--- src/sv/assert_macros.svh ---
// Assertion helpers shared by the modules that carry checks.
// Each macro expects a clock named clk and an active-low reset named rst_n.
`ifndef ASSERT_MACROS_SVH
`define ASSERT_MACROS_SVH

// The consequent must hold in the same cycle as the antecedent.
`define ASSERT_IMPLIES(lbl, ante, cons) \
    lbl: assert property (@(posedge clk) disable iff (!rst_n) (ante) |-> (cons)) \
        else $error("implication check failed");

// The expression must never be true.
`define ASSERT_NEVER(lbl, expr) \
    lbl: assert property (@(posedge clk) disable iff (!rst_n) !(expr)) \
        else $error("forbidden condition seen");

`endif

--- src/sv/conv3_pkg.sv ---
// ---------------------------------------------------------------------------
// conv3_pkg: shared types and constants of the 3x3 fp16 convolution block
// Field widths, command and register codes, queue entry and status structs.
// ---------------------------------------------------------------------------
package conv3_pkg;

    localparam int CMD_W      = 2;
    localparam int CHAN_W     = 4;
    localparam int POS_W      = 6;
    localparam int TAP_W      = 4;
    localparam int HALF_W     = 16;
    localparam int CFG_IDX_W  = 3;
    localparam int CFG_DATA_W = 8;
    localparam int ICH_W      = 5;
    localparam int OCH_W      = 5;
    localparam int DIM_W      = 7;

    localparam int TAPS  = 9;
    localparam int KSIZE = 3;
    localparam int PAD   = 1;

    localparam int QUEUE_DEPTH = 2;
    localparam int QCNT_W      = $clog2(QUEUE_DEPTH + 1);

    localparam logic [HALF_W-1:0] HALF_ONE  = 16'h3C00;
    localparam logic [HALF_W-1:0] HALF_QNAN = 16'h7E00;
    localparam logic [HALF_W-1:0] HALF_INF  = 16'h7C00;

    typedef enum logic [CMD_W-1:0] {
        CMD_WR_WEIGHT = 2'd0,
        CMD_WR_BIAS   = 2'd1,
        CMD_WR_PIXEL  = 2'd2,
        CMD_COMPUTE   = 2'd3
    } cmd_t;

    typedef enum logic [CFG_IDX_W-1:0] {
        CFG_IN_CHANNELS  = 3'd0,
        CFG_OUT_CHANNELS = 3'd1,
        CFG_HEIGHT       = 3'd2,
        CFG_WIDTH        = 3'd3,
        CFG_BIAS_ENABLE  = 3'd4
    } cfg_index_t;

    typedef enum logic [2:0] {
        KIND_WR_WEIGHT,
        KIND_WR_BIAS,
        KIND_WR_PIXEL,
        KIND_COMPUTE,
        KIND_RANGE_ERR
    } item_kind_t;

    typedef enum logic [1:0] {
        FP_ZERO,
        FP_NORM,
        FP_INF,
        FP_NAN
    } fp_class_t;

    typedef struct packed {
        item_kind_t        kind;
        logic [CHAN_W-1:0] out_chan;
        logic [CHAN_W-1:0] in_chan;
        logic [POS_W-1:0]  row_index;
        logic [POS_W-1:0]  col_index;
        logic [TAP_W-1:0]  tap;
        logic [HALF_W-1:0] data_word;
    } q_entry_t;

    typedef struct packed {
        logic [QCNT_W-1:0] count;
        logic              full;
        logic              empty;
    } q_status_t;

    typedef struct packed {
        logic [ICH_W-1:0] nic;
        logic [DIM_W-1:0] nh;
        logic [DIM_W-1:0] nw;
        logic             bias_en;
    } size_t;

endpackage

--- src/sv/conv3_if.sv ---
// ---------------------------------------------------------------------------
// conv3 channel interfaces
// Valid/ready channels for input items, results and configuration writes.
// ---------------------------------------------------------------------------
interface conv3_in_if import conv3_pkg::*; ();
    logic              valid;
    logic              ready;
    logic [CMD_W-1:0]  cmd;
    logic [CHAN_W-1:0] out_chan;
    logic [CHAN_W-1:0] in_chan;
    logic [POS_W-1:0]  row_index;
    logic [POS_W-1:0]  col_index;
    logic [TAP_W-1:0]  tap;
    logic [HALF_W-1:0] data_word;

    modport source (output valid, cmd, out_chan, in_chan, row_index, col_index, tap,
                    data_word, input ready);
    modport sink (input valid, cmd, out_chan, in_chan, row_index, col_index, tap,
                  data_word, output ready);
endinterface


interface conv3_cfg_if import conv3_pkg::*; ();
    logic                  valid;
    logic                  ready;
    logic [CFG_IDX_W-1:0]  index;
    logic [CFG_DATA_W-1:0] data;

    modport source (output valid, index, data, input ready);
    modport sink (input valid, index, data, output ready);
endinterface

--- src/sv/conv3_front.sv ---
// ---------------------------------------------------------------------------
// conv3_front: input acceptance, classification and configuration registers
// Drops writes outside the stores and flags compute indexes out of range.
// ---------------------------------------------------------------------------
module conv3_front import conv3_pkg::*;
#(
    parameter int MAX_IN_CH  = 16,
    parameter int MAX_OUT_CH = 16,
    parameter int MAX_ROWS   = 64,
    parameter int MAX_COLS   = 64
)
(
    input  logic       clk,
    input  logic       rst_n,
    conv3_in_if.sink   item,
    conv3_cfg_if.sink  cfg,
    output logic       push,
    output q_entry_t   push_data,
    input  q_status_t  q_stat,
    output size_t      sizes
);

    logic [ICH_W-1:0] in_ch_reg;
    logic [OCH_W-1:0] out_ch_reg;
    logic [DIM_W-1:0] height_reg;
    logic [DIM_W-1:0] width_reg;
    logic             bias_en_reg;

    logic [OCH_W-1:0] noc;
    logic             range_bad;
    logic             keep;
    item_kind_t       kind;

    assign cfg.ready = 1'b1;

    always_ff @(posedge clk or negedge rst_n)
    begin
        if (!rst_n)
        begin
            in_ch_reg   <= ICH_W'(1);
            out_ch_reg  <= OCH_W'(1);
            height_reg  <= DIM_W'(1);
            width_reg   <= DIM_W'(1);
            bias_en_reg <= 1'b0;
        end
        else if (cfg.valid)
        begin
            unique case (cfg.index)
                CFG_IN_CHANNELS:  in_ch_reg   <= cfg.data[ICH_W-1:0];
                CFG_OUT_CHANNELS: out_ch_reg  <= cfg.data[OCH_W-1:0];
                CFG_HEIGHT:       height_reg  <= cfg.data[DIM_W-1:0];
                CFG_WIDTH:        width_reg   <= cfg.data[DIM_W-1:0];
                CFG_BIAS_ENABLE:  bias_en_reg <= cfg.data[0];
                default:          ;
            endcase
        end
    end

    // Sizes above the store limits saturate to the limits.
    assign sizes.nic = (32'(in_ch_reg) > MAX_IN_CH) ? ICH_W'(MAX_IN_CH) : in_ch_reg;
    assign sizes.nh  = (32'(height_reg) > MAX_ROWS) ? DIM_W'(MAX_ROWS) : height_reg;
    assign sizes.nw  = (32'(width_reg) > MAX_COLS) ? DIM_W'(MAX_COLS) : width_reg;
    assign sizes.bias_en = bias_en_reg;
    assign noc = (32'(out_ch_reg) > MAX_OUT_CH) ? OCH_W'(MAX_OUT_CH) : out_ch_reg;

    assign range_bad = (OCH_W'(item.out_chan) >= noc) ||
                       (DIM_W'(item.row_index) >= sizes.nh) ||
                       (DIM_W'(item.col_index) >= sizes.nw);

    always_comb
    begin
        keep = 1'b1;
        kind = KIND_COMPUTE;
        unique case (cmd_t'(item.cmd))
            CMD_WR_WEIGHT:
            begin
                kind = KIND_WR_WEIGHT;
                keep = (32'(item.out_chan) < MAX_OUT_CH) && (32'(item.in_chan) < MAX_IN_CH)
                       && (32'(item.tap) < TAPS);
            end
            CMD_WR_BIAS:
            begin
                kind = KIND_WR_BIAS;
                keep = (32'(item.out_chan) < MAX_OUT_CH);
            end
            CMD_WR_PIXEL:
            begin
                kind = KIND_WR_PIXEL;
                keep = (32'(item.in_chan) < MAX_IN_CH) && (32'(item.row_index) < MAX_ROWS)
                       && (32'(item.col_index) < MAX_COLS);
            end
            CMD_COMPUTE:
                kind = range_bad ? KIND_RANGE_ERR : KIND_COMPUTE;
            default:
                keep = 1'b0;
        endcase
    end

    assign item.ready = !q_stat.full;
    assign push       = item.valid && !q_stat.full && keep;

    assign push_data.kind      = kind;
    assign push_data.out_chan  = item.out_chan;
    assign push_data.in_chan   = item.in_chan;
    assign push_data.row_index = item.row_index;
    assign push_data.col_index = item.col_index;
    assign push_data.tap       = item.tap;
    assign push_data.data_word = item.data_word;

endmodule

--- src/flat_wrapper.sv ---
// flat-port wrapper written by rule: the top's interface ports become plain ports
module conv3_front_flat import conv3_pkg::*;
#(
    parameter int MAX_IN_CH  = 16,
    parameter int MAX_OUT_CH = 16,
    parameter int MAX_ROWS   = 64,
    parameter int MAX_COLS   = 64
)
  (clk, rst_n, push, push_data, q_stat, sizes, item_valid, item_cmd, item_out_chan, item_in_chan, item_row_index, item_col_index, item_tap, item_data_word, item_ready, cfg_valid, cfg_index, cfg_data, cfg_ready);
  conv3_in_if item_i ();
  conv3_cfg_if cfg_i ();
  input  logic clk;
  input  logic rst_n;
  output logic push;
  output q_entry_t push_data;
  input  q_status_t q_stat;
  output size_t sizes;
  input wire logic [$bits(item_i.valid)-1:0] item_valid;
  input wire logic [$bits(item_i.cmd)-1:0] item_cmd;
  input wire logic [$bits(item_i.out_chan)-1:0] item_out_chan;
  input wire logic [$bits(item_i.in_chan)-1:0] item_in_chan;
  input wire logic [$bits(item_i.row_index)-1:0] item_row_index;
  input wire logic [$bits(item_i.col_index)-1:0] item_col_index;
  input wire logic [$bits(item_i.tap)-1:0] item_tap;
  input wire logic [$bits(item_i.data_word)-1:0] item_data_word;
  output wire logic [$bits(item_i.ready)-1:0] item_ready;
  input wire logic [$bits(cfg_i.valid)-1:0] cfg_valid;
  input wire logic [$bits(cfg_i.index)-1:0] cfg_index;
  input wire logic [$bits(cfg_i.data)-1:0] cfg_data;
  output wire logic [$bits(cfg_i.ready)-1:0] cfg_ready;
  assign item_i.valid = item_valid;
  assign item_i.cmd = item_cmd;
  assign item_i.out_chan = item_out_chan;
  assign item_i.in_chan = item_in_chan;
  assign item_i.row_index = item_row_index;
  assign item_i.col_index = item_col_index;
  assign item_i.tap = item_tap;
  assign item_i.data_word = item_data_word;
  assign item_ready = item_i.ready;
  assign cfg_i.valid = cfg_valid;
  assign cfg_i.index = cfg_index;
  assign cfg_i.data = cfg_data;
  assign cfg_ready = cfg_i.ready;
  conv3_front #(.MAX_IN_CH(MAX_IN_CH), .MAX_OUT_CH(MAX_OUT_CH), .MAX_ROWS(MAX_ROWS), .MAX_COLS(MAX_COLS)) u_core (.clk(clk), .rst_n(rst_n), .item(item_i), .cfg(cfg_i), .push(push), .push_data(push_data), .q_stat(q_stat), .sizes(sizes));
endmodule
--- config.mk ---
export PLATFORM = sky130hd
export DESIGN_NAME = conv3_front_flat
export DESIGN_NICKNAME = d
export VERILOG_FILES = /design/src/sv/assert_macros.svh /design/src/sv/conv3_pkg.sv /design/src/sv/conv3_if.sv /design/src/sv/conv3_front.sv /design/src/flat_wrapper.sv
export SDC_FILE = /design/constraint.sdc
export NUM_CORES = 1
export LEC_CHECK = 0
export ABC_AREA = 1
export BUFFER_PORTS_ARGS = -buffer_cell sky130_fd_sc_hd__buf_2
export CAP_MARGIN = 10
export CORE_MARGIN = 2
export CORE_UTILIZATION = 43
export CTS_CLUSTER_SIZE = 12
export DETAILED_ROUTE_END_ITERATION = 10
export GPL_ROUTABILITY_DRIVEN = 0
export PLACE_DENSITY = 0.86
export SLEW_MARGIN = 25
export SYNTH_ARGS = -nofsm -noshare
export SYNTH_HDL_FRONTEND = slang
export SYNTH_SLANG_ARGS = --single-unit
--- constraint.sdc ---
create_clock -name clk -period 2.5 [get_ports clk]
set_clock_uncertainty 0.15 [all_clocks]
set_input_delay 0.25 -clock clk [delete_from_list [all_inputs] [get_ports clk]]
set_output_delay 0.25 -clock clk [all_outputs]
set_load 0.1 [all_outputs]
==> impl_metrics.csv <==
group,metric,value,unit
logic_synthesis,ys_seq_area_frac,0.3152,
place,dp.cells,383,
critical_path,cp.arrival,2.59,ns
critical_path,timing.critical_path.mode_cell,"nand2_2",
clock_network,cts.sinks,25,
grt,globalRoute.totalOverflow,0,
critical_path,cpPeakStageDelay,0.39,ns
clock_network,clk_pin_slew,0.09,ns
critical_path,crit_required,2.10,ns
layout,drive_gt1_frac,0.4290,
floorplanning,rows,24,
layout,synthToLayoutAreaGrowth,30.14,%
floorplanning,pin_count,127,
floorplanning,die_area,5214,um^2
layout,insertedDiodeCount,0,
timing,fin_crit,2.994,ns
clock_network,clkLatencyLatePin,0.26,ns
timing,grt_setup_unrepaired,"true",
logic_synthesis,yosys_register_bits,25,
clock_network,htree_levels,1,
critical_path,crit_path_end_kind,"output pin",
power,p_total,2.247,mW
routing,wl_per_cell,12.28,um
layout,fin_nets,416,
power,power.density,863.0,nW/um^2
floorplanning,die_h,72.21,um
timing,hold_viol,0,
layout,layout.cells.non_filler,390,
logic_synthesis,synthFlopType,"dfrtp_1",
power,irDropWorstVdd,0.3741,mV
status,outcome,"complete, but fails checks",
grt,grt_max_degree,26,
logic_synthesis,synth_cell_types,28,
critical_path,critPathLaunchType,"flop",
clock_network,cts-buffers-inserted,3,
logic_synthesis,synth_area,2001,um^2
routing,drt_iter0_drc,85,
worst_hold_path,min_path_type,"in2reg",
floorplanning,core,4414,um^2
place,dp_hpwl,3653,um
floorplanning,die_w,72.21,um
routing,avgViaCountPerCell,4.838,
power,leakagePower,1.460,nW
timing,timing.final.crit_share,1.198,
logic_synthesis,ys_async_sr_fraction,1.000,
routing,drc,0,
grt,grt_usage,0.1913,
run,cap_violations,0,
timing,slew_viol_final,0,
timing,timing.fmax,0.3340,GHz
routing,vias,1887,
timing,setup_ws,-0.4941,ns
grt,antenna_found_initial,0,
grt,grt_pass1_wl,8010,um
timing,worst_slew_pin_slew,0.5426,ns
routing,drtAntennaViolNets,0,
routing,first_pass_iters,4,
clock_network,cts_root_buf,"clkbuf_8",
timing,slew-limit-headroom,0.6383,
logic_synthesis,synthesis.instances,277,
critical_path,cp_max_fo,5,
clock_network,tritoncts,"built",
clock_network,cts_max_path_buffers,2,
logic_synthesis,synth_nets,354,
grt,grt_pass1_vias,1848,
floorplanning,start_util,0.4532,
critical_path,crit_chain,"nor4_1 > nand3_1 > nand2_2 > nand2_2 > ha_4 > inv_2 > nor3_2 > nand2_1 > nand3_2 > nor2_4 > buf_4 > a21oi_4 > buf_12",
critical_path,cp_slowest_cell,"dfrtp_1",
logic_synthesis,synth-edff-count,0,
logic_synthesis,ys_warn_count,0,
critical_path,path_class,"reg2out",
logic_synthesis,syn_area_per_cell,7.223,um^2
timing,finalSetupViolCount,3,
routing,drt_wl_total,4790,um
status,violations,"setup timing",
place,numPortBuffers,81,
cells in the mapped netlist (2+ instances only):
cell type / instances / area share
nand2_1: 61 / 0.11
inv_1: 45 / 0.084
buf_4: 43 / 0.16
dfrtp_1: 21 / 0.26
nor2_1: 21 / 0.039
o21ai_0: 19 / 0.048
ha_1: 16 / 0.10
nand3_1: 8 / 0.020
o21ai_1: 7 / 0.018
a21oi_1: 6 / 0.015
dfstp_2: 4 / 0.053
clkbuf_1: 3 / 0.0056
nor3_1: 3 / 0.0075
nand2_2: 2 / 0.0063
nand3_2: 2 / 0.010
nand3b_1: 2 / 0.0075
nand4_1: 2 / 0.0063
nor4_1: 2 / 0.0063
worst max-delay path: cells and delay by family, from the launching register on:
family | cells | cell delay, ns
simple gates | 8 | 1.16
flops | 1 | 0.39
buf+inv | 3 | 0.36
fa+ha+maj | 1 | 0.28
compound gates | 1 | 0.14
cell type report:
type / count / area (um^2)
sequential: 25 / 630.6
multi-input combinational: 158 / 1051
inverter: 46 / 172.7
timing repair buffer: 105 / 639.4
clock buffer: 4 / 45.04
fill: 395 / 1810
tap: 52 / 65.06
layout by cell type (no fill, tap or decap), types with 7 or more instances in the layout:
| master | instances |
|---|---|
| nand2_2 | 8 |
| o21ai_0 | 19 |
| ha_1 | 10 |
| nand2_1 | 53 |
| buf_2 | 77 |
| dfrtp_1 | 21 |
| nor2_1 | 17 |
| buf_4 | 23 |
| inv_1 | 44 |
| o21ai_1 | 7 |
what timing repair did:
item | 4_1_cts | 5_1_grt
endpoints found under the hold margin | 21 | 0
pin swaps | 9 | 3
setup buffers | 1 | 1
cloned | 0 | 0
setup endpoints to repair | 3 | 4
hold buffers | 1 | 0
gates resized for setup | 12 | 7
metrics by stage:
step           hold slack (ns)  instance area [um^2]  setup slack (ns)    util  TNS [ns]
2_1_floorplan          -0.1956                  2098           -0.4366       -    -1.244
3_3_place_gp            0.1070                  2421           -0.1131  0.5485   -0.2925
3_5_place_dp            0.1173                  2421           -0.1875  0.5485   -0.5450
4_1_cts                0.09218                  2556           -0.4107  0.5791    -1.208
5_1_grt                 0.1349                  2604           -0.6758  0.5899    -2.268
6_report               0.09060                  2604           -0.4941  0.5899    -1.431
layer usage:
layer / track usage / vias up / share of wire
li1: - / 940 / -
met1: 0.2245 / 864 / 0.40
met2: 0.3547 / 71 / 0.52
met3: 0.02778 / 12 / 0.059
met4: 0.06289 / 0 / 0.023
met5: 0 / - / 0
cell families (layout without fill, tap and decap cells):
kind of cell | count (synthesis) | count (layout) | synth area share
adder cells (fa/ha/maj) | 16 | 16 | 0.1001
buffers and inverters | 94 | 155 | 0.2614
AND/OR/NAND/NOR | 106 | 106 | 0.2295
AO/OA/AOI/OAI | 35 | 35 | 0.09193
flip-flops | 25 | 25 | 0.3152
other | 1 | 1 | 0.001874
where the power goes:
group,leakage [nW],switching (mW),internal (mW),total (mW)
registers,0.306,0.0626,0.489,0.551
logic,1.13,1.07,0.392,1.46
clock network,0.0228,0.123,0.114,0.237
total,1.46,1.25,0.995,2.25
final timing paths:
path                                 startpoint                   end  slack, ns  cells after the start
max in group asynchronous                 rst_n  u_core.out_ch_reg[0]       1.48                      2
min                                 cfg_data[5]   u_core.width_reg[5]       0.09                      3
max reg2reg                u_core.height_reg[6]  u_core.height_reg[6]       1.43                      3
min in group asynchronous                 rst_n    u_core.bias_en_reg       0.35                      2
max                        u_core.height_reg[2]         push_data[42]      -0.49                     13
min reg2reg                 u_core.in_ch_reg[2]   u_core.in_ch_reg[2]       0.34                      2
Power figures use the tool's default switching activity.
