### config.mk
export PLATFORM = sky130hd
export DESIGN_NAME = conv3_fifo
export DESIGN_NICKNAME = d
export VERILOG_FILES = /design/src/sv/assert_macros.svh /design/src/sv/conv3_pkg.sv /design/src/sv/conv3_fifo.sv
export SDC_FILE = /design/constraint.sdc
export NUM_CORES = 1
export LEC_CHECK = 0
export BUFFER_PORTS_ARGS = -buffer_cell sky130_fd_sc_hd__buf_2
export CORE_ASPECT_RATIO = 1.25
export CORE_UTILIZATION = 52
export DETAILED_ROUTE_END_ITERATION = 10
export PLACE_DENSITY = 0.76
export SYNTH_ARGS = -nofsm -noshare
export SYNTH_HDL_FRONTEND = slang
export SYNTH_SLANG_ARGS = --single-unit
### constraint.sdc
create_clock -name clk -period 3.15 [get_ports clk]
set_clock_uncertainty 0.15 [all_clocks]
set_input_delay 0.945 -clock clk [delete_from_list [all_inputs] [get_ports clk]]
set_output_delay 0.945 -clock clk [all_outputs]
set_load 0.03 [all_outputs]
### src/sv/assert_macros.svh
// Assertion helpers shared by the modules that carry checks.
// Each macro expects a clock named clk and an active-low reset named rst_n.
`ifndef ASSERT_MACROS_SVH
`define ASSERT_MACROS_SVH

// The consequent must hold in the same cycle as the antecedent.
`define ASSERT_IMPLIES(lbl, ante, cons) \
    lbl: assert property (@(posedge clk) disable iff (!rst_n) (ante) |-> (cons)) \
        else $error("implication check failed");

// The expression must never be true.
`define ASSERT_NEVER(lbl, expr) \
    lbl: assert property (@(posedge clk) disable iff (!rst_n) !(expr)) \
        else $error("forbidden condition seen");

`endif

### src/sv/conv3_pkg.sv
// ---------------------------------------------------------------------------
// conv3_pkg: shared types and constants of the 3x3 fp16 convolution block
// Field widths, command and register codes, queue entry and status structs.
// ---------------------------------------------------------------------------
package conv3_pkg;

    localparam int CMD_W      = 2;
    localparam int CHAN_W     = 4;
    localparam int POS_W      = 6;
    localparam int TAP_W      = 4;
    localparam int HALF_W     = 16;
    localparam int CFG_IDX_W  = 3;
    localparam int CFG_DATA_W = 8;
    localparam int ICH_W      = 5;
    localparam int OCH_W      = 5;
    localparam int DIM_W      = 7;

    localparam int TAPS  = 9;
    localparam int KSIZE = 3;
    localparam int PAD   = 1;

    localparam int QUEUE_DEPTH = 2;
    localparam int QCNT_W      = $clog2(QUEUE_DEPTH + 1);

    localparam logic [HALF_W-1:0] HALF_ONE  = 16'h3C00;
    localparam logic [HALF_W-1:0] HALF_QNAN = 16'h7E00;
    localparam logic [HALF_W-1:0] HALF_INF  = 16'h7C00;

    typedef enum logic [CMD_W-1:0] {
        CMD_WR_WEIGHT = 2'd0,
        CMD_WR_BIAS   = 2'd1,
        CMD_WR_PIXEL  = 2'd2,
        CMD_COMPUTE   = 2'd3
    } cmd_t;

    typedef enum logic [CFG_IDX_W-1:0] {
        CFG_IN_CHANNELS  = 3'd0,
        CFG_OUT_CHANNELS = 3'd1,
        CFG_HEIGHT       = 3'd2,
        CFG_WIDTH        = 3'd3,
        CFG_BIAS_ENABLE  = 3'd4
    } cfg_index_t;

    typedef enum logic [2:0] {
        KIND_WR_WEIGHT,
        KIND_WR_BIAS,
        KIND_WR_PIXEL,
        KIND_COMPUTE,
        KIND_RANGE_ERR
    } item_kind_t;

    typedef enum logic [1:0] {
        FP_ZERO,
        FP_NORM,
        FP_INF,
        FP_NAN
    } fp_class_t;

    typedef struct packed {
        item_kind_t        kind;
        logic [CHAN_W-1:0] out_chan;
        logic [CHAN_W-1:0] in_chan;
        logic [POS_W-1:0]  row_index;
        logic [POS_W-1:0]  col_index;
        logic [TAP_W-1:0]  tap;
        logic [HALF_W-1:0] data_word;
    } q_entry_t;

    typedef struct packed {
        logic [QCNT_W-1:0] count;
        logic              full;
        logic              empty;
    } q_status_t;

    typedef struct packed {
        logic [ICH_W-1:0] nic;
        logic [DIM_W-1:0] nh;
        logic [DIM_W-1:0] nw;
        logic             bias_en;
    } size_t;

endpackage

### src/sv/conv3_fifo.sv
// ---------------------------------------------------------------------------
// conv3_fifo: short queue between the front and the back
// Holds classified items so that the two sides stall independently.
// ---------------------------------------------------------------------------
module conv3_fifo import conv3_pkg::*;
(
    input  logic      clk,
    input  logic      rst_n,
    input  logic      push,
    input  q_entry_t  push_data,
    input  logic      pop,
    output q_entry_t  head,
    output q_status_t status
);

    localparam int PTR_W = (QUEUE_DEPTH > 1) ? $clog2(QUEUE_DEPTH) : 1;

    q_entry_t          mem_reg [QUEUE_DEPTH];
    logic [PTR_W-1:0]  wr_ptr_reg;
    logic [PTR_W-1:0]  rd_ptr_reg;
    logic [QCNT_W-1:0] count_reg;

    function automatic logic [PTR_W-1:0] ptr_inc(logic [PTR_W-1:0] p);
        return (p == PTR_W'(QUEUE_DEPTH - 1)) ? '0 : p + 1'b1;
    endfunction

    always_ff @(posedge clk or negedge rst_n)
    begin
        if (!rst_n)
        begin
            wr_ptr_reg <= '0;
            rd_ptr_reg <= '0;
            count_reg  <= '0;
        end
        else
        begin
            if (push)
                wr_ptr_reg <= ptr_inc(wr_ptr_reg);
            if (pop)
                rd_ptr_reg <= ptr_inc(rd_ptr_reg);
            if (push && !pop)
                count_reg <= count_reg + 1'b1;
            else if (pop && !push)
                count_reg <= count_reg - 1'b1;
        end
    end

    always_ff @(posedge clk)
    begin
        if (push)
            mem_reg[wr_ptr_reg] <= push_data;
    end

    assign head         = mem_reg[rd_ptr_reg];
    assign status.count = count_reg;
    assign status.full  = (count_reg == QCNT_W'(QUEUE_DEPTH));
    assign status.empty = (count_reg == '0);

endmodule

==> impl_results.rst, run 1 <==
.. list-table::
   :header-rows: 1

   * - Metric
     - Value
   * - Total power density per cell area
     - 964 nW/um^2
   * - Die boundary width
     - 75.3 um
   * - Synth Instances
     - 150
   * - Post-detailed-route via-to-cell ratio
     - 4.89
   * - Hold Fails Final Rpt
     - 0
   * - NumNets Final
     - 302
   * - Global Route Usage Sum
     - 15.8%
   * - Result of the run
     - finished clean
   * - Quantity of I/O buffers inserted on ports
     - 93
   * - Global placement routability congestion
     - 0.647
   * - Worst-skew pair later-pin latency
     - 0.33 ns
   * - Logic gate share of total power
     - 39.7%
   * - Final cell count without fillers
     - 344
   * - Highest metal layer with signal wires
     - met4
   * - Final cycle utilization of the critical path
     - 88.4%
   * - Final critical path time including I/O delays and setup
     - 2.78 ns
   * - Area grow syn2layout
     - 21.2%
   * - Peak clock frequency supported by timing
     - 359 MHz
   * - Ratio of cells with drive above 1 in the final layout
     - 60.7%
   * - CTS tree
     - yes
   * - Sum of routed wire segments on met1
     - 2040 um
   * - Post-synth net total
     - 198
   * - Detailed Route Iter0 Violations
     - 50
   * - Mean routed wirelength per cell
     - 15.6 um
   * - Arrival @ worst endpoint
     - 1.69 ns
   * - DRC violations left
     - 0
   * - Instance count after placement with tap cells included
     - 330
   * - Height of the die
     - 93.6 um
   * - Vias in the first global route
     - 1662
   * - Setup-failing EPs final
     - 0
   * - Antenna violation net count after detailed routing
     - 0
   * - Area of the mapped netlist
     - 3490 um^2
   * - Avg Synthesized Cell Area
     - 23.3 um^2
   * - Standard-cell row count
     - 33
   * - Switching part of the total
     - 34.7%
   * - Core area
     - 6520 um^2
   * - Number of max-cap violations
     - 0
   * - Worst-path cell chain
     - buf_4 > mux2_2 > buf_2
   * - Clock sink total
     - 90
   * - Largest net degree at the start of global routing
     - 41
   * - Fillcell total
     - 515
   * - Clock tree root driver cell
     - sky130_fd_sc_hd__clkbuf_8
   * - First-pass GRT wire length
     - 7670 um
   * - Clock network power share
     - 19.3%
   * - Via count of the routed design
     - 1683
   * - Post-cts gate resize count
     - 0
   * - Startpoint Class
     - register
   * - Path depth of the worst reg2reg path
     - 2
   * - Switching power summed over all nets
     - 1.41 mW
   * - Number of iterations in the first detailed-routing pass
     - 4
   * - Die footprint
     - 7050 um^2
   * - Boundary pin count
     - 94
   * - Type of the most critical hold path
     - primary input to asynchronous set/reset pin
   * - Master of the slowest instance on the critical path
     - sky130_fd_sc_hd__buf_4
   * - Max H-tree Level
     - 3
   * - Number of flip-flops in the largest register
     - 86
   * - Global route total overflow
     - 0
   * - Leakage component of the power
     - 1.73 nW
   * - Number of library cell types mapped by synthesis
     - 13
   * - Total negative slack
     - 0 ns
   * - Part of the Yosys area used for sequential elements
     - 76.8%
   * - Sequential share of power
     - 41.0%
   * - Setup repair after global routing missed its margin
     - no
   * - Largest stage delay, worst path
     - 0.43 ns
   * - Count of state elements after synthesis
     - 90
   * - Hold-fix buffer count after cts
     - 0
   * - Capturing element type of the critical path
     - primary output
   * - Clock transition at the registers of the reported paths
     - 0.07 ns
   * - WS Path Type
     - register to primary output
   * - Antenna violations before repair
     - 0
   * - Max VDD drop
     - 0.000565 V
   * - Count of final max-slew check failures
     - 0
   * - Wire length on met3
     - 271 um
   * - Total setup buffers inserted after CTS
     - 0
   * - Clock buffers created by TritonCTS
     - 9
   * - Tightest Pin Transition
     - 0.500 ns
   * - Final wirelength
     - 5360 um
   * - Count of warnings emitted by yosys
     - 0
   * - Crit path max fanout
     - 27
   * - Slew headroom
     - 66.6%
   * - Maximum clock path buffer count
     - 2
   * - Worst Path Required
     - 2.05 ns
   * - Met2 routed WL
     - 2950 um
   * - Cell internal power dissipation
     - 2.66 mW
   * - Effective utilization at floorplan
     - 53.5%
   * - Ant. Diodes
     - 0
-- metal layers --
layer | global-route usage [%] | vias to the layer above
met1 | 17.8 | 838
li1 | - | 787
met5 | 0 | -
met3 | 3.56 | 9
met2 | 26.4 | 49
met4 | 10.3 | 0
-- cells by family (layout without fill, tap and decap cells) --
| kind of cell | Yosys count | after routing | synth area share, % |
|---|---|---|---|
| adders and majority gates | 1 | 1 | 0.358 |
| buffers and inverters | 6 | 113 | 2.72 |
| and+or+nand+nor | 5 | 5 | 0.753 |
| DFF | 90 | 90 | 76.8 |
| muxes | 43 | 43 | 18.1 |
| xor gates and xnor gates | 5 | 5 | 1.25 |
-- cells in the final DEF (no fill, tap or decap), types with 2 or more instances in the layout --
cell type                   instances
sky130_fd_sc_hd__buf_2             93
sky130_fd_sc_hd__dfrtp_1            3
sky130_fd_sc_hd__xor2_1             4
sky130_fd_sc_hd__mux2_2             4
sky130_fd_sc_hd__buf_4              4
sky130_fd_sc_hd__bufinv_16          2
sky130_fd_sc_hd__nor2_1             2
sky130_fd_sc_hd__mux2_4            39
sky130_fd_sc_hd__edfxtp_1          86
sky130_fd_sc_hd__clkbuf_8           9
-- power groups by stage --
stage	sequential, mW	combinational [mW]	clock, mW
after floorplan	1.71	1.33	0
after global placement	1.68	1.63	0
after detailed placement	1.70	1.64	0
after CTS	1.67	1.65	0.808
after global routing	1.69	1.72	0.847
final	1.67	1.62	0.788
-- Yosys cell counts --
cell,number,share of area [%]
sky130_fd_sc_hd__mux2_2,4,1.3
sky130_fd_sc_hd__mux2_4,39,17
sky130_fd_sc_hd__buf_12,4,2.3
sky130_fd_sc_hd__dfrtp_1,4,2.9
sky130_fd_sc_hd__buf_6,1,0.32
sky130_fd_sc_hd__edfxtp_1,86,74
sky130_fd_sc_hd__nor2b_1,2,0.36
sky130_fd_sc_hd__xnor2_1,1,0.25
sky130_fd_sc_hd__inv_1,1,0.11
sky130_fd_sc_hd__xor2_1,4,1.0
sky130_fd_sc_hd__ha_1,1,0.36
sky130_fd_sc_hd__nor2_1,2,0.22
sky130_fd_sc_hd__and2_1,1,0.18
-- final timing paths --
kind                              startpoint              to  slack, ns
min in group clk                count_reg[1]    count_reg[1]       0.39
worst min register to register  count_reg[1]    count_reg[1]       0.39
worst max register to register    wr_ptr_reg  mem_reg[1][29]       1.76
max in group asynchronous              rst_n      rd_ptr_reg       2.46
worst max-delay path              rd_ptr_reg        head[26]       0.37
worst min-delay path                   rst_n      wr_ptr_reg       0.26
-- metrics by stage --
step	util [%]	setup slack, ns	power [mW]	hold slack [ns]	area (um^2)
floorplan	-	0.490	3.04	0.323	3490
global placement	61.8	0.712	3.32	0.368	4030
detailed placement	61.8	0.712	3.34	0.381	4030
CTS	64.8	0.334	4.13	0.242	4230
global route	64.8	0.294	4.25	0.245	4230
finish	64.8	0.365	4.08	0.255	4230
-- worst max-delay path, delay by kind of cell, from the launching register on --
kind / cells / cell delay (ns)
buffers and inverters: 2 / 0.60
DFF: 1 / 0.36
muxes: 1 / 0.39
-- final cells by class --
cell class                 instances  area (um^2)  area share [%]
clock buffer                      10          128            3.02
clock inverter                     4         68.8            1.63
inverter                           1         3.75          0.0887
multi-input combinational         54          722            17.1
sequential                        90         2680            63.4
tap                               87          109            2.57
timing repair buffer              98          515            12.2
Note: power is estimated with default switching activity, not from simulation.
==> run 2: changes to the inputs <==
- CORE_ASPECT_RATIO: 1.25 -> 0.9
==> impl_results.rst, run 2 (synthesized netlist as in run 1, its figures left out) <==
.. list-table::
   :header-rows: 1

   * - Metric
     - Value
   * - Result of the run
     - finished clean
   * - Max H-tree Level
     - 3 (unchanged)
   * - Total power density per cell area
     - 936 nW/um^2 (-2.9%)
   * - Max VDD drop
     - 0.000463 V (-18%)
   * - Standard-cell row count
     - 27 (-18%)
   * - Detailed Route Iter0 Violations
     - 97 (+94%)
   * - Global Route Usage Sum
     - 16.0% (+0.19 points)
   * - WS Path Type
     - register to primary output
   * - Most common library cell in the layout ignoring fill and taps
     - sky130_fd_sc_hd__buf_2
   * - Vias in the first global route
     - 1594 (-4.1%)
   * - Hold-fix buffer count after cts
     - 0 (unchanged)
   * - Clock tree root driver cell
     - sky130_fd_sc_hd__clkbuf_8
   * - Core area
     - 6280 um^2 (-3.7%)
   * - Ratio of cells with drive above 1 in the final layout
     - 60.5% (-0.24 points)
   * - Setup-failing EPs final
     - 0 (unchanged)
   * - Via count of the routed design
     - 1631 (-3.1%)
   * - DRC violations left
     - 0 (unchanged)
   * - Final cycle utilization of the critical path
     - 83.2% (-5.2 points)
   * - Maximum clock path buffer count
     - 2 (unchanged)
   * - Largest net degree at the start of global routing
     - 33 (-20%)
   * - Worst-skew pair later-pin latency
     - 0.33 ns (about the same)
   * - Post-detailed-route via-to-cell ratio
     - 4.73 (-3.4%)
   * - Arrival @ worst endpoint
     - 1.53 ns (-0.16 ns)
   * - Global placement routability congestion
     - 0.722 (+12%)
   * - Clock transition at the registers of the reported paths
     - 0.08 ns (about the same)
   * - Capturing element type of the critical path
     - primary output
   * - NumNets Final
     - 302 (unchanged)
   * - Peak clock frequency supported by timing
     - 382 MHz (+6.3%)
   * - Tightest Pin Transition
     - 0.498 ns (-0.00264 ns)
   * - Total setup buffers inserted after CTS
     - 0 (unchanged)
   * - Boundary pin count
     - 94 (unchanged)
   * - Worst Path Required
     - 2.05 ns (about the same)
   * - Instance count after placement with tap cells included
     - 330 (unchanged)
   * - Setup repair after global routing missed its margin
     - no
   * - Effective utilization at floorplan
     - 55.6% (+2.0 points)
   * - Detailed placer's ending HPWL
     - 3580 um
   * - Type of the most critical hold path
     - primary input to asynchronous set/reset pin
   * - Area grow syn2layout
     - 20.2%
   * - Count of final max-slew check failures
     - 0 (unchanged)
   * - Global route total overflow
     - 0 (unchanged)
   * - Mean routed wirelength per cell
     - 15.1 um (-3.0%)
   * - Number of max-cap violations
     - 0 (unchanged)
   * - Die footprint
     - 7050 um^2 (about the same)
   * - First-pass GRT wire length
     - 7930 um (+3.4%)
   * - Total negative slack
     - 0 ns (unchanged)
   * - CTS tree
     - yes
   * - Slew headroom
     - 66.8% (+0.18 points)
   * - Leakage component of the power
     - 1.72 nW (-0.82%)
   * - Clock buffers created by TritonCTS
     - 9 (unchanged)
   * - Clock sink total
     - 90 (unchanged)
   * - Die boundary width
     - 88.4 um (+17%)
   * - Final total power
     - 3.93 mW (-3.7%)
   * - Final cell count without fillers
     - 345 (+0.29%)
   * - Final wirelength
     - 5220 um (-2.7%)
   * - Number of iterations in the first detailed-routing pass
     - 4 (unchanged)
   * - Quantity of I/O buffers inserted on ports
     - 93 (unchanged)
   * - Final cell utilization of the core
     - 66.8% (+1.9 points)
   * - Commonest cells after routing, fill and taps aside
     - sky130_fd_sc_hd__buf_2, sky130_fd_sc_hd__edfxtp_1, sky130_fd_sc_hd__mux2_4
   * - Crit path max fanout
     - 32 (+19%)
   * - Ant. Diodes
     - 0 (unchanged)
   * - Post-cts gate resize count
     - 0 (unchanged)
   * - Antenna violation net count after detailed routing
     - 0 (unchanged)
   * - Hold Fails Final Rpt
     - 0 (unchanged)
   * - Height of the die
     - 79.7 um (-15%)
   * - Antenna violations before repair
     - 0 (unchanged)
   * - Startpoint Class
     - register
   * - Final critical path time including I/O delays and setup
     - 2.62 ns (-0.165 ns)
   * - Number of flip-flops in the largest register
     - 86 (unchanged)
[run 2: path summary, 6_finish.rpt]
path	depth (start not counted)	to	from	slack [ns]
setup reg to reg	2	mem_reg[1][1]	wr_ptr_reg	1.52
max in group asynchronous	1	rd_ptr_reg	rst_n	2.46
setup / recovery	3	head[27]	rd_ptr_reg	0.53
hold / removal	1	count_reg[1]	rst_n	0.25
hold reg to reg	1	wr_ptr_reg	wr_ptr_reg	0.40
min in group clk	1	wr_ptr_reg	wr_ptr_reg	0.40
[run 2: routing by layer]
metal	wire (um)	part of all wire (%)	vias up	track usage (%)
met1	2400	46	769	21.5
met2	2390	46	64	24.2
li1	-	-	791	-
met4	72	1.4	0	5.32
met5	0	0	-	0
met3	358	6.9	7	6.20
[run 2: where the power goes]
group	switching, mW	internal (mW)	total [mW]
Clock	0.343	0.273	0.616
Sequential	0.0827	1.59	1.67
Combinational	0.983	0.654	1.64
Total	1.41	2.52	3.93
[run 2: critical path, stage by stage, from the launching register on]
cell,delay [ns]
sky130_fd_sc_hd__dfrtp_2,0.39
sky130_fd_sc_hd__buf_12,0.25
sky130_fd_sc_hd__mux2_2,0.37
sky130_fd_sc_hd__buf_2,0.18
[run 2: layout make-up]
| type | instances | area [um^2] |
|---|---|---|
| Clock buffer | 10 | 128 |
| Inverter | 1 | 3.75 |
| Multi-Input combinational cell | 54 | 722 |
| Clock inverter | 5 | 22.5 |
| Sequential cell | 90 | 2680 |
| Tap cell | 87 | 109 |
| Fill cell | 433 | 2090 |
| Timing Repair Buffer | 98 | 528 |
[run 2: metrics by stage]
| step | setup WS (ns) | instance area (um^2) | hold WS (ns) |
|---|---|---|---|
| global route | 0.459 | 4200 | 0.235 |
| detailed placement | 0.828 | 4050 | 0.390 |
| finish | 0.530 | 4200 | 0.253 |
| floorplan | 0.490 | 3490 | 0.323 |
| global placement | 0.868 | 4050 | 0.375 |
| CTS | 0.512 | 4200 | 0.239 |
==> run 3: changes to the inputs <==
- ABC_AREA: default -> 1
- CORE_UTILIZATION: 52 -> 47
- PLACE_DENSITY: 0.76 -> 0.72
- clock period: 3.15 -> 2.3 ns (I/O delays scaled with it)
==> impl_results.rst, run 3 <==
.. list-table::
   :header-rows: 1

   * - Metric
     - Value
   * - Result of the run
     - finished with violations
   * - Violated checks
     - negative setup slack
   * - Instance count after placement with tap cells included
     - 346 (+4.8%)
   * - Post-detailed-route via-to-cell ratio
     - 4.73 (+0.13%)
   * - Largest net degree at the start of global routing
     - 26 (-21%)
   * - Capturing element type of the critical path
     - primary output
   * - Total negative slack
     - -0.745 ns (-0.745 ns)
   * - WS Path Type
     - register to primary output
   * - Vias in the first global route
     - 1808 (+13%)
   * - Most frequently used flop master after synthesis
     - sky130_fd_sc_hd__edfxtp_1
   * - CTS tree
     - yes
   * - Area share of xor/xnor cells in the synthesized design
     - 0.748% (-0.51 points)
   * - Antenna violation net count after detailed routing
     - 0 (unchanged)
   * - Final wirelength
     - 5680 um (+8.9%)
   * - Post-synth net total
     - 207 (+4.5%)
   * - Area of the mapped netlist
     - 3510 um^2 (+0.57%)
   * - First-pass GRT wire length
     - 8830 um (+11%)
   * - Part of the Yosys area used for sequential elements
     - 76.4% (-0.44 points)
   * - Final worst setup slack
     - -0.0440 ns (-0.574 ns)
   * - Synth Instances
     - 159 (+6.0%)
   * - Async set-reset flop share out of synthesis
     - 4.44% (unchanged)
   * - Area share of the leading cell type in the synthesized netlist
     - 73.6% (-0.42 points)
   * - Peak clock frequency supported by timing
     - 427 MHz
   * - Effective utilization at floorplan
     - 49.1% (-6.4 points)
   * - Tightest Pin Transition
     - 0.344 ns (-0.154 ns)
   * - Path depth of the worst reg2reg path
     - 2 (unchanged)
   * - Post-Route Hold Slack
     - 0.375 ns (+0.122 ns)
   * - Ratio of cells with drive above 1 in the final layout
     - 59.0% (-1.4 points)
   * - DRC violations left
     - 0 (unchanged)
   * - Final cell count without fillers
     - 364 (+5.5%)
   * - Complex-gate fraction of the synthesized area
     - 0% (unchanged)
   * - Maximum clock path buffer count
     - 2 (unchanged)
   * - Quantity of I/O buffers inserted on ports
     - 93 (unchanged)
   * - Commonest cells after routing, fill and taps aside
     - sky130_fd_sc_hd__edfxtp_1, sky130_fd_sc_hd__buf_2, sky130_fd_sc_hd__mux2_4
   * - Slew headroom
     - 77.1% (+10 points)
   * - Antenna violations before repair
     - 0 (unchanged)
   * - Combinational family with the most area after synthesis
     - multiplexers
   * - Hold Fails Final Rpt
     - 0 (unchanged)
   * - Via count of the routed design
     - 1723 (+5.6%)
   * - Clock buffers created by TritonCTS
     - 9 (unchanged)
   * - Setup repair after global routing missed its margin
     - yes
   * - Post-Synth Adder-Cell Area
     - 0.356% (-0.0020 points)
   * - Detailed placer's ending HPWL
     - 3590 um (+0.34%)
   * - Count of warnings emitted by yosys
     - 0 (unchanged)
   * - Core area
     - 7150 um^2 (+14%)
   * - Max VDD drop
     - 0.00101 V (+120%)
   * - Cell area after placement
     - 4080 um^2 (+0.83%)
   * - Number of flip-flops in the largest register
     - 86 (unchanged)
   * - Number of max-cap violations
     - 0 (unchanged)
   * - Most instantiated cells after synthesis
     - sky130_fd_sc_hd__edfxtp_1, sky130_fd_sc_hd__mux2_4, sky130_fd_sc_hd__inv_1, sky130_fd_sc_hd__nand2_1
   * - Worst Path Required
     - 1.46 ns (-0.59 ns)
   * - Ant. Diodes
     - 0 (unchanged)
   * - Number of iterations in the first detailed-routing pass
     - 4 (unchanged)
   * - Cell with the most instances after synthesis
     - sky130_fd_sc_hd__edfxtp_1
   * - Synth area leaders
     - sky130_fd_sc_hd__edfxtp_1, sky130_fd_sc_hd__mux2_4, sky130_fd_sc_hd__dfrtp_1
   * - Boundary pin count
     - 94 (unchanged)
   * - Global Route Usage Sum
     - 15.6% (-0.44 points)
   * - Type of the most critical hold path
     - primary input to register
   * - Avg Synthesized Cell Area
     - 22.1 um^2 (-5.1%)
   * - Max H-tree Level
     - 3 (unchanged)
   * - Launch point of the worst hold path
     - pop
   * - Count of state elements after synthesis
     - 90 (unchanged)
   * - Total power density per cell area
     - 1330 nW/um^2 (+42%)
   * - Worst-path cell chain
     - buf_12 > mux2_4 > buf_6
   * - Number of cells traversed by the worst hold path
     - 2
   * - Biggest area consumer among synthesized cells
     - sky130_fd_sc_hd__edfxtp_1
   * - Die footprint
     - 7820 um^2 (+11%)
   * - Mean routed wirelength per cell
     - 15.6 um (+3.2%)
   * - Height of the die
     - 84.0 um (+5.3%)
   * - Number of synthesized flops with an enable pin
     - 86 (unchanged)
   * - Detailed Route Iter0 Violations
     - 81 (-16%)
   * - Global placement routability congestion
     - 0.664 (-8.0%)
   * - Most common library cell in the layout ignoring fill and taps
     - sky130_fd_sc_hd__edfxtp_1
   * - Portion of netlist area occupied by mux cells
     - 18.0% (-0.10 points)
   * - Area grow syn2layout
     - 28.9%
   * - Clock transition at the registers of the reported paths
     - 0.08 ns (about the same)
   * - Setup-failing EPs final
     - 27 (+27)
   * - Die boundary width
     - 93.1 um (+5.4%)
   * - Startpoint Class
     - register
   * - Global route total overflow
     - 0 (unchanged)
   * - Clock sink total
     - 90 (unchanged)
   * - Critical register-to-register path endpoint
     - mem_reg[0][3]
   * - Master of the slowest instance on the critical path
     - sky130_fd_sc_hd__dfrtp_2
   * - Hold Path End
     - rd_ptr_reg
   * - Number of library cell types mapped by synthesis
     - 14 (+1)
   * - Simple-gate area share of the yosys netlist
     - 1.18% (+0.42 points)
   * - Reg-to-reg slack, setup
     - 0.92 ns (-0.60 ns)
   * - Arrival @ worst endpoint
     - 1.50 ns (-0.03 ns)
   * - Critical R2R Launch
     - wr_ptr_reg
   * - Clock tree root driver cell
     - sky130_fd_sc_hd__clkbuf_8
   * - Standard-cell row count
     - 29 (+7.4%)
   * - Count of final max-slew check failures
     - 0 (unchanged)
   * - Leakage component of the power
     - 1.85 nW (+7.7%)
   * - NumNets Final
     - 314 (+4.0%)
   * - Worst-skew pair later-pin latency
     - 0.34 ns (about the same)
   * - Post-Layout Inst Area
     - 4520 um^2 (+7.8%)
   * - Final critical path time including I/O delays and setup
     - 2.34 ns
   * - Largest stage delay, worst path
     - 0.44 ns (+0.05 ns)
   * - Final cycle utilization of the critical path
     - 102%
   * - Crit path max fanout
     - 23 (-28%)
run 3: changes by cell type after synthesis, sizes merged:
| cell | change |
|---|---|
| nand2 | +5 |
| nand3 | +1 |
| nor2 | +1 |
| nor2b | -2 |
| nand4 | +1 |
| inv | +6 |
| xor2 | -2 |
| and2 | -1 |
run 3: critical path, delay by kind of cell, from the launching register on:
kind,cells,cell delay [ns]
multiplexers,1,0.33
buffers and inverters,2,0.37
flip-flops,1,0.44
run 3: layout make-up:
| cell class | count | area, um^2 |
|---|---|---|
| Timing Repair Buffer | 101 | 793 |
| Fill cell | 526 | 2620 |
| Tap cell | 93 | 116 |
| Sequential cell | 90 | 2680 |
| Inverter | 7 | 26.3 |
| Clock inverter | 5 | 55.1 |
| Clock buffer | 11 | 131 |
| Multi-Input combinational cell | 57 | 718 |
run 3: worst max-delay path by stage:
stage / startpoint / to / cells past startpoint
after floorplan: push / mem_reg[1][0] / 2
after detailed placement: rd_ptr_reg / head[33] / 3
after global placement: rd_ptr_reg / head[24] / 3
final: rd_ptr_reg / head[33] / 3
after global routing: rd_ptr_reg / head[33] / 3
after CTS: rd_ptr_reg / head[25] / 3
run 3: through the flow:
step	setup slack, ns	total power, mW	util (%)
after global placement	0.205	4.61	57.1
final	-0.0440	6.01	63.3
after detailed placement	0.192	4.62	57.1
after CTS	-0.0646	6.07	63.3
after floorplan	0.169	4.17	-
after global routing	-0.0954	6.27	63.3
run 3: kinds of logic after synthesis:
| family | after synthesis |
|---|---|
| buffers and inverters | 12 |
| DFF | 90 |
| xor gates and xnor gates | 3 |
| muxes | 43 |
| and+or+nand+nor | 10 |
| adders and majority gates | 1 |
run 3: report_power, final:
group | switching, mW | internal, mW | total [mW]
combinational | 1.43 | 1.25 | 2.69
sequential | 0.119 | 2.18 | 2.30
clock | 0.527 | 0.499 | 1.03
run 3: metal layers:
| metal | GRT usage, % | routed length, um | vias up |
|---|---|---|---|
| met4 | 7.13 | 78 | 0 |
| met5 | 0 | 0 | - |
| met2 | 23.9 | 2650 | 67 |
| met1 | 19.8 | 2600 | 830 |
| li1 | - | - | 817 |
| met3 | 5.74 | 350 | 9 |
run 3: repair_timing:
item / CTS / global route
hold buffers: 1 / 0
pin swaps: 0 / 0
endpoints found under the setup margin: 38 / 42
setup buffers: 1 / 0
hold endpoints to repair: 4 / 0
gates resized for setup: 77 / 0
gates cloned: 0 / 0
